## src/rtl/core/lob_pkg.sv

```systemverilog
// Package: shared types, constants and helpers of the limit order book core.
`timescale 1ns / 1ps
package lob_pkg;

  // Table geometry
  localparam int ORDER_SLOTS = 256;
  localparam int SLOT_W      = $clog2(ORDER_SLOTS);
  localparam int MAX_DEPTH   = 16;
  localparam int NL_W        = $clog2(MAX_DEPTH + 1);

  // Field widths fixed by the interface
  localparam int PRICE_W = 32;
  localparam int ID_W    = 32;
  localparam int QTY_W   = 31;
  localparam int SEQ_W   = 32;
  localparam int TOT_W   = 39;
  localparam int CNT_W   = 9;
  localparam int REQ_W   = 5;

  typedef enum logic [1:0] {
    CMD_ADD    = 2'd0,
    CMD_CANCEL = 2'd1,
    CMD_REDUCE = 2'd2,
    CMD_DEPTH  = 2'd3
  } cmd_e;

  typedef enum logic [2:0] {
    STAT_OK        = 3'd0,
    STAT_INVALID   = 3'd1,
    STAT_NOT_LIMIT = 3'd2,
    STAT_CROSS     = 3'd3,
    STAT_NOT_FOUND = 3'd4,
    STAT_INCREASE  = 3'd5,
    STAT_FULL      = 3'd6
  } stat_e;

  typedef enum logic [3:0] {
    S_IDLE,
    S_DECODE,
    S_ADD_WAIT,
    S_FIND_WAIT,
    S_REFR_WAIT,
    S_DEPTH_WAIT,
    S_DEPTH_MID,
    S_DEPTH_LAST,
    S_RESP
  } state_e;

  typedef struct packed {
    cmd_e               command;
    logic [ID_W-1:0]    order_id;
    logic               side;
    logic               is_limit;
    logic [PRICE_W-1:0] price;
    logic signed [31:0] quantity;
    logic [REQ_W-1:0]   depth_levels;
  } in_t;

  typedef struct packed {
    stat_e              status;
    logic               level_valid;
    logic [PRICE_W-1:0] level_price;
    logic [TOT_W-1:0]   level_total;
    logic [CNT_W-1:0]   level_orders;
    logic               last;
    logic [PRICE_W-1:0] bid_price;
    logic               bid_present;
    logic [PRICE_W-1:0] ask_price;
    logic               ask_present;
    logic [CNT_W-1:0]   bid_level_count;
    logic [CNT_W-1:0]   ask_level_count;
  } out_t;

  // One stored order
  typedef struct packed {
    logic               side;
    logic [ID_W-1:0]    id;
    logic [PRICE_W-1:0] price;
    logic [QTY_W-1:0]   qty;
    logic [SEQ_W-1:0]   seq;
  } entry_t;

  localparam int ENTRY_W = $bits(entry_t);

  // Commands from the controller to the datapath
  typedef struct packed {
    logic  accept;
    logic  scan_start;
    logic  add_commit;
    logic  cancel_commit;
    logic  reduce_commit;
    logic  refresh_commit;
    logic  pend_take;
    logic  out_load;
    logic  out_level;
    logic  out_last;
    stat_e out_status;
  } ctrl_t;

  // Status from the datapath to the controller
  typedef struct packed {
    cmd_e  command;
    stat_e add_pre;
    logic  qpos;
    logic  depth_zero;
    logic  scan_done;
    logic  free_found;
    logic  cand_found;
    logic  inc_refused;
    logic  lvl_found;
    logic  have_pend;
    logic  lvl_last;
    logic  out_free;
  } stat_t;

  // a strictly better than b on side s (bid: higher, ask: lower)
  function automatic logic price_better(logic s, logic [PRICE_W-1:0] a,
                                        logic [PRICE_W-1:0] b);
    price_better = s ? (a < b) : (a > b);
  endfunction

endpackage

```

## src/rtl/core/lob_ctrl.sv

```systemverilog
// Controller: command sequencer of the order book.
`timescale 1ns / 1ps
module lob_ctrl (
  input  logic          clk_i,
  input  logic          rst_ni,
  input  logic          in_valid_i,
  output logic          in_stall_o,
  input  lob_pkg::stat_t st_i,
  output lob_pkg::ctrl_t ctl_o
);
  import lob_pkg::*;

  state_e state_q, state_d;
  stat_e  resp_q, resp_d;

  always_ff @(posedge clk_i or negedge rst_ni) begin
    if (!rst_ni) begin
      state_q <= S_IDLE;
      resp_q  <= STAT_OK;
    end else begin
      state_q <= state_d;
      resp_q  <= resp_d;
    end
  end

  // Next state
  always_comb begin
    state_d = state_q;
    resp_d  = resp_q;
    unique case (state_q)
      S_IDLE: begin
        if (in_valid_i) state_d = S_DECODE;
      end
      S_DECODE: begin
        unique case (st_i.command)
          CMD_ADD: begin
            if (st_i.add_pre != STAT_OK) begin
              resp_d  = st_i.add_pre;
              state_d = S_RESP;
            end else begin
              state_d = S_ADD_WAIT;
            end
          end
          CMD_CANCEL: state_d = S_FIND_WAIT;
          CMD_REDUCE: begin
            if (!st_i.qpos) begin
              resp_d  = STAT_INVALID;
              state_d = S_RESP;
            end else begin
              state_d = S_FIND_WAIT;
            end
          end
          CMD_DEPTH: begin
            if (st_i.depth_zero) begin
              resp_d  = STAT_OK;
              state_d = S_RESP;
            end else begin
              state_d = S_DEPTH_WAIT;
            end
          end
          default: state_d = S_IDLE;
        endcase
      end
      S_ADD_WAIT: begin
        if (st_i.scan_done) begin
          resp_d  = st_i.free_found ? STAT_OK : STAT_FULL;
          state_d = S_RESP;
        end
      end
      S_FIND_WAIT: begin
        if (st_i.scan_done) begin
          priority if (!st_i.cand_found) begin
            resp_d  = STAT_NOT_FOUND;
            state_d = S_RESP;
          end else if (st_i.command == CMD_CANCEL) begin
            state_d = S_REFR_WAIT;
          end else if (st_i.inc_refused) begin
            resp_d  = STAT_INCREASE;
            state_d = S_RESP;
          end else begin
            resp_d  = STAT_OK;
            state_d = S_RESP;
          end
        end
      end
      S_REFR_WAIT: begin
        if (st_i.scan_done) begin
          resp_d  = STAT_OK;
          state_d = S_RESP;
        end
      end
      S_DEPTH_WAIT: begin
        if (st_i.scan_done) begin
          priority if (st_i.lvl_found && st_i.have_pend) begin
            state_d = S_DEPTH_MID;
          end else if (st_i.lvl_found) begin
            state_d = st_i.lvl_last ? S_DEPTH_LAST : S_DEPTH_WAIT;
          end else if (st_i.have_pend) begin
            state_d = S_DEPTH_LAST;
          end else begin
            resp_d  = STAT_OK;
            state_d = S_RESP;
          end
        end
      end
      S_DEPTH_MID: begin
        if (st_i.out_free) state_d = st_i.lvl_last ? S_DEPTH_LAST : S_DEPTH_WAIT;
      end
      S_DEPTH_LAST, S_RESP: begin
        if (st_i.out_free) state_d = S_IDLE;
      end
      default: state_d = S_IDLE;
    endcase
  end

  // Outputs
  always_comb begin
    ctl_o            = '0;
    ctl_o.out_status = STAT_OK;
    in_stall_o       = (state_q != S_IDLE);
    unique case (state_q)
      S_IDLE: ctl_o.accept = in_valid_i;
      S_DECODE: begin
        unique case (st_i.command)
          CMD_ADD:    ctl_o.scan_start = (st_i.add_pre == STAT_OK);
          CMD_CANCEL: ctl_o.scan_start = 1'b1;
          CMD_REDUCE: ctl_o.scan_start = st_i.qpos;
          CMD_DEPTH:  ctl_o.scan_start = !st_i.depth_zero;
          default:    ctl_o.scan_start = 1'b0;
        endcase
      end
      S_ADD_WAIT: ctl_o.add_commit = st_i.scan_done && st_i.free_found;
      S_FIND_WAIT: begin
        if (st_i.scan_done && st_i.cand_found) begin
          if (st_i.command == CMD_CANCEL) begin
            ctl_o.cancel_commit = 1'b1;
            ctl_o.scan_start    = 1'b1;
          end else begin
            ctl_o.reduce_commit = !st_i.inc_refused;
          end
        end
      end
      S_REFR_WAIT: ctl_o.refresh_commit = st_i.scan_done;
      S_DEPTH_WAIT: begin
        if (st_i.scan_done && st_i.lvl_found && !st_i.have_pend) begin
          ctl_o.pend_take  = 1'b1;
          ctl_o.scan_start = !st_i.lvl_last;
        end
      end
      S_DEPTH_MID: begin
        if (st_i.out_free) begin
          ctl_o.out_load   = 1'b1;
          ctl_o.out_level  = 1'b1;
          ctl_o.pend_take  = 1'b1;
          ctl_o.scan_start = !st_i.lvl_last;
        end
      end
      S_DEPTH_LAST: begin
        ctl_o.out_load  = st_i.out_free;
        ctl_o.out_level = 1'b1;
        ctl_o.out_last  = 1'b1;
      end
      S_RESP: begin
        ctl_o.out_load   = st_i.out_free;
        ctl_o.out_last   = 1'b1;
        ctl_o.out_status = resp_q;
      end
      default: ctl_o.accept = 1'b0;
    endcase
  end

endmodule

```

## config.mk

```make
export PLATFORM = sky130hd
export DESIGN_NAME = lob_ctrl
export DESIGN_NICKNAME = d
export VERILOG_FILES = /design/src/rtl/core/lob_pkg.sv /design/src/rtl/core/lob_ctrl.sv
export SDC_FILE = /design/constraint.sdc
export NUM_CORES = 1
export LEC_CHECK = 0
export BUFFER_PORTS_ARGS = -buffer_cell sky130_fd_sc_hd__buf_2
export CORE_MARGIN = 1.5
export CORE_UTILIZATION = 37
export CTS_CLUSTER_DIAMETER = 30
export CTS_CLUSTER_SIZE = 14
export DETAILED_ROUTE_END_ITERATION = 16
export PLACE_DENSITY_LB_ADDON = 0.1
export SYNTH_ARGS = -nofsm -noshare
export SYNTH_HDL_FRONTEND = slang
export SYNTH_SLANG_ARGS = --single-unit
```

## constraint.sdc

```tcl
create_clock -name clk_i -period 3.65 [get_ports clk_i]
set_input_delay 1.095 -clock clk_i [delete_from_list [all_inputs] [get_ports clk_i]]
set_output_delay 1.095 -clock clk_i [all_outputs]
set_load 0.01 [all_outputs]
```

==> results of run 1 <==
-- flip-flops by register name (all words and copies together), names as in the netlist --
register / cells
state_q: 4
resp_q: 3
-- through the flow --
| step | hold WS, ns | worst slack, ns | util |
|---|---|---|---|
| CTS | 0.5035 | 0.2021 | 0.4694 |
| detailed placement | 0.4892 | 0.2063 | 0.4587 |
| floorplan | 0.4729 | 0.5369 | - |
| finish | 0.5022 | 0.1921 | 0.4694 |
| global route | 0.5205 | 0.07175 | 0.4694 |
| global placement | 0.4891 | 0.2710 | 0.4587 |
-- worst max-delay path: cells and delay by family --
kind            cells  cell delay, ns
compound gates      3            0.50
simple gates        2            0.18
buf+inv             3            0.32
fa+ha+maj           1            0.26
-- path summary, 6_finish.rpt --
path | end | depth (start not counted) | slack, ns | from
setup / recovery | ctl_o[11] | 9 | 0.19 | st_i[13]
hold / removal | resp_q[0]$_DFFE_PN0P_ | 1 | 0.50 | resp_q[0]$_DFFE_PN0P_
setup reg to reg | resp_q[1]$_DFFE_PN0P_ | 6 | 1.57 | state_q[1]$_DFFE_PN0P_
hold reg to reg | resp_q[0]$_DFFE_PN0P_ | 1 | 0.50 | resp_q[0]$_DFFE_PN0P_
max in group asynchronous | state_q[3]$_DFFE_PN0P_ | 1 | 2.84 | rst_ni
min in group asynchronous | resp_q[1]$_DFFE_PN0P_ | 1 | 0.66 | rst_ni
-- synthesized netlist by cell type (4+ instances only) --
master	number	area, µm²
a21oi_1	9	45.04
and2_1	4	25.02
dfrtp_1	7	175.2
ha_1	7	87.58
inv_1	8	30.03
nand2_1	13	48.80
nand2b_1	4	25.02
nand3_1	4	20.02
nor2_1	9	33.78
nor2b_1	6	37.54
nor3_1	4	20.02
o21ai_0	7	35.03
-- per-layer routing --
layer | vias to the layer above | routed length [µm]
met1 | 452 | 1150
met5 | - | 0
li1 | 513 | -
met3 | 4 | 97
met2 | 31 | 1223
met4 | 0 | 27
-- where the power goes --
part	switching (mW)	internal (mW)	total, mW
Sequential	0.0487	0.108	0.156
Combinational	0.194	0.189	0.383
Clock	0.0278	0.0417	0.0695
Total	0.271	0.338	0.609
-- final cells by class --
class,instances,area [µm²],share of cell area
timing repair buffer,34,177.7,0.1542
clock buffer,4,26.28,0.02280
inverter,8,30.03,0.02606
sequential,7,175.2,0.1520
multi-input combinational,102,705.7,0.6124
tap,30,37.54,0.03257
-- cell families after synthesis --
| logic type | after synthesis | share of synthesized area |
|---|---|---|
| xor gates and xnor gates | 1 | 0.009249 |
| and+or+nand+nor | 52 | 0.2959 |
| buffers and inverters | 14 | 0.07002 |
| muxes | 4 | 0.05812 |
| DFF | 7 | 0.1849 |
| adders and majority gates | 7 | 0.09247 |
| AOI/OAI and AO/OA | 38 | 0.2893 |
==> impl_results.md, run 1 <==
- Status: complete, no violations
- Row count: 18
- CTS Buffer Depth: 2
- Met1 GRT Util: 0.2809
- Largest net degree at the start of global routing: 16
- Post-CTS Resized: 0
- Post-synthesis register bit count: 7
- H-tree lvl count: 1
- Largest stage delay, worst path: 0.26 ns
- Share of cells above drive strength 1: 0.2968
- Slowest-stage cell, CP: ha_1
- Number of synthesized flops with an enable pin: 0
- Slew margin rel.: 0.6623
- Die ar.: around 2900 µm²
- Hold Crit Class: reg2reg
- Post-route cell area: around 1200 µm²
- Antenna-violating nets left: 0
- Vias in the first global route: 914
- Final Routed Wirelength: 2.498 mm
- Tot Pwr: 0.6089 mW
- CTS tree: built
- Vias: 1,000
- Tcrit/Tclk final: 0.9474
- Met2 GRT Util: 0.3210
- Ports: 32
- Dpl cells: 181
- GRT Total Usage: 0.2036
- Cells after Synth: 123
- Setup TNS: 0 ns
- RSZ-0062 raised after global routing: false
- Starting Density: 0.3858
- DP Wirelength: 1.959 mm
- Clock sink count: 7
- Total gr overflow: 0
- Router iterations before antenna repair: 4
- Yosys warns: 0
- PwrDens: approximately 530 nW/µm²
- Crit path time final: 3.458 ns
- Slew @ Worst Pin: 0.5027 ns
- Leak: 0.5892 nW
- Buffers added on ports: 31
- Peak supply drop: 0.2285 mV
- GP Congestion: 0.7921
- Hold Vio Cnt, Final: 0
- Mapped Avg Cell Area: 7.700 µm²
- Skew final: 0.002855 ns
- Initial DRC Count: 24
- Syn Std Cell Area: roughly 950 µm²
- Mapped Nets: 148
- FMAX: 0.2892 GHz
- Die Span Y: 53.60 µm
- Width of the die: about 54 µm
- Grt met3 use: 0.01111
- Worst Path Arrival: roughly 2.4 ns
- Number of post-CTS setup repair buffers: 0
- Critical path startpoint category: input pin
- Primary FF master, synth: dfrtp_1
- Final Max Slew Viols: 0
- Crit-path cells: buf_2 > inv_1 > ha_1 > nand2_1 > a31oi_1 > a21oi_1 > nor2_1 > a211o_1 > buf_2
- Most Crowded Layer GR: met2
- DR vias/cell: 5.405
- # fillers: between 200 and 300
- Cell Area, Placed: about 1100 µm²
- Routed len/inst: approximately 14 µm
- CTS root buf: clkbuf_4
- Total CTS buffers: 3
- CP dominant cell by count: buf_2
- Worst Setup End Kind: primary output
- Layout area overhead: 21.67%
- CTS Hold Buffers Added: 0
- DRC Markers: 0
- First-pass GRT wire length: 4.264 mm
- Clock Latency Late Sink: 0.25 ns
- Clk pin slew, worst setup/hold paths: 0.05 ns
- Final setup viols: 0
- MaxCap Viol Count: 0
- Yosys cell types: 43
- Async SR Flop Fraction: 1.000
- Initial antenna violation count: 0
- Sequential fraction of the synthesis area: 0.1849
- Antenna cells: 0
- Kind of critical path: in2out
- Nets: 181
- Core Area: 2455 µm²
- Commonest cells after routing, fill and taps aside: buf_2, nand2_1, nor2_1, a21oi_1, inv_1
- Commonest non-fill, non-tap cell in the layout: buf_2
- CP Data Required Time: 2.55 ns
- Final cell count without fillers: 185
- Crit-path max FO: 4
Power figures use the tool's default switching activity.
==> run 2, diff against run 1 <==
--- a/config.mk
+++ b/config.mk
@@ -6,6 +6,7 @@
 export NUM_CORES = 1
 export LEC_CHECK = 0
 export BUFFER_PORTS_ARGS = -buffer_cell sky130_fd_sc_hd__buf_2
+export CORE_ASPECT_RATIO = 0.8
 export CORE_MARGIN = 1.5
 export CORE_UTILIZATION = 37
 export CTS_CLUSTER_DIAMETER = 30
==> impl_results.md, run 2 (synthesis results as in run 1) <==
- Status: complete, no violations
- Initial DRC Count: 37 (+54%)
- CP dominant cell by count: buf_2
- Slew margin rel.: 0.6224 (-0.03992)
- Tot Pwr: 0.6073 mW (-0.28%)
- Vias in the first global route: 979 (+7.1%)
- Tcrit/Tclk final: 0.9400 (-0.007365)
- Grt met3 use: 0.04775 (+0.03663)
- Number of post-CTS setup repair buffers: 0 (unchanged)
- Die ar.: 2874 µm² (about the same)
- MaxCap Viol Count: 0 (unchanged)
- Most flop-heavy register: state_q
- Fin util: 0.4723 (+0.002917)
- Post-route cell area: 1154 µm² (+0.11%)
- Final setup viols: 0 (unchanged)
- Fin Hold WS: 0.4984 ns (-0.003720 ns)
- Antenna cells: 0 (unchanged)
- Cell Area, Placed: 1126 µm² (unchanged)
- Layout area overhead: 21.80%
- Clk pin slew, worst setup/hold paths: 0.05 ns (about the same)
- FMAX: 0.2915 GHz (+0.78%)
- Core Area: 2442 µm² (-0.51%)
- Ports: 32 (unchanged)
- Dpl cells: 186 (+2.8%)
- Reg2Reg Capture Point: resp_q[0]$_DFFE_PN0P_
- Routed len/inst: 13.31 µm (-1.5%)
- CTS root buf: clkbuf_4
- Largest stage delay, worst path: 0.25 ns (about the same)
- Total CTS buffers: 3 (unchanged)
- Final cell count without fillers: 190 (+2.7%)
- Most Crowded Layer GR: met2
- Worst Setup End Kind: primary output
- Initial antenna violation count: 0 (unchanged)
- WHS Endpoint: resp_q[0]$_DFFE_PN0P_
- Share of cells above drive strength 1: 0.2987 (+0.001927)
- Slowest-stage cell, CP: ha_1
- Final Max Slew Viols: 0 (unchanged)
- Worst Path Arrival: 2.34 ns (-0.02 ns)
- Commonest non-fill, non-tap cell in the layout: buf_2
- Largest registers: state_q: 4 flops, resp_q: 3 flops
- WHS Path Cells: 1 (unchanged)
- Post-Place Setup Slack: 0.1999 ns (-0.006355 ns)
- CTS tree: built
- Crit path time final: 3.431 ns (-0.02688 ns)
- Critical path startpoint category: input pin
- Post-CTS Resized: 0 (unchanged)
- CP Data Required Time: 2.55 ns (about the same)
- Die Span Y: 48.26 µm (-10%)
- Clock sink count: 7 (unchanged)
- DRC Markers: 0 (unchanged)
- Kind of critical path: in2out
- Reg2reg path depth: 5 (-1)
- Largest net degree at the start of global routing: 20 (+4)
- Hold Crit Class: reg2reg
- Critical path buffers and inverters: 3 (unchanged)
- PwrDens: 526.4 nW/µm² (-0.38%)
- Row count: 16 (-2)
- Clock Latency Late Sink: 0.25 ns (about the same)
- Peak supply drop: 0.2296 mV (+0.48%)
- CTS Buffer Depth: 2 (unchanged)
- Final Routed Wirelength: 2.528 mm (+1.2%)
- RSZ-0062 raised after global routing: false
- Met2 GRT Util: 0.3319 (+0.01088)
- Hold Crit Start: resp_q[0]$_DFFE_PN0P_
- Crit-path cells: buf_2 > inv_1 > ha_1 > nand2_1 > a31oi_1 > a21oi_1 > nor2_1 > a211o_1 > buf_2
- Delay-heaviest family, CP: compound AO/OA/AOI/OAI gates
- Nets: 180 (-0.55%)
- Crit-path max FO: 4 (unchanged)
- Hold Vio Cnt, Final: 0 (unchanged)
- Starting Density: 0.3878 (+0.001977)
- GRT Total Usage: 0.1974 (-0.006246)
- H-tree lvl count: 1 (unchanged)
- DP Wirelength: 1.988 mm (+1.4%)
- Width of the die: 59.57 µm (+11%)
- Antenna-violating nets left: 0 (unchanged)
- Setup TNS: 0 ns (unchanged)
- Skew final: 0.006748 ns (+0.003893 ns)
- PnR worst setup slack: 0.2190 ns (+0.02688 ns)
- Commonest cells after routing, fill and taps aside: buf_2, nand2_1, nor2_1, a21oi_1, inv_1
- Total gr overflow: 0 (unchanged)
- Met1 GRT Util: 0.2667 (-0.01421)
- CTS Hold Buffers Added: 0 (unchanged)
- R2r startpoint: state_q[1]$_DFFE_PN0P_
- Buffers added on ports: 31 (unchanged)
- Reg2Reg Setup Slack: 1.46 ns (-0.11 ns)
- Leak: 0.5866 nW (-0.44%)
- Max reg flops: 4 (unchanged)
- DR vias/cell: 5.353 (-0.98%)
- Slew @ Worst Pin: 0.5665 ns (+0.06374 ns)
- GP Congestion: 0.8399 (+6.0%)
- Router iterations before antenna repair: 4 (unchanged)
- Vias: 1,017 (+1.7%)
- First-pass GRT wire length: 4.243 mm (-0.49%)
[run 2: cell types whose count changed in the layout (fill, tap and decap cells not counted), sizes merged]
cell    previous run  this run
buf               34        33
clkbuf             4         3
clkinv             0         1
[run 2: worst reg2reg max path, stage by stage (launching register included)]
cell and delay (ns):
dfrtp_1 0.70, and4bb_4 0.33, o31ai_2 0.06, nand2_1 0.10
or4_4 0.57, mux2_4 0.31
[run 2: cell type report]
class	instances	area [µm²]
clock buffer	3	22.52
tap	36	45.04
timing repair buffer	33	170.2
clock inverter	1	5.005
fill	257	1289
inverter	8	30.03
multi-input combinational	102	705.7
sequential	7	175.2
[run 2: routing by layer]
metal  up-vias  part of all wire
met1       459              0.49
met2        44              0.44
met4         0                 0
met5         -                 0
met3         0             0.071
li1        514                 -
[run 2: worst max path at each step]
stage	to	from	slack, ns	cells past startpoint
final	ctl_o[11]	st_i[13]	0.22	9
after global routing	ctl_o[11]	st_i[13]	0.11	9
after CTS	ctl_o[11]	st_i[13]	0.20	9
after detailed placement	ctl_o[11]	st_i[13]	0.20	9
after global placement	ctl_o[11]	st_i[13]	0.25	9
after floorplan	ctl_o[11]	st_i[13]	0.54	7
[run 2: power breakdown]
part	leakage (nW)	switching [mW]	internal, mW
sequential	0.0900	0.0528	0.107
clock	0.0177	0.0290	0.0400
combinational	0.479	0.193	0.185
total	0.587	0.274	0.333
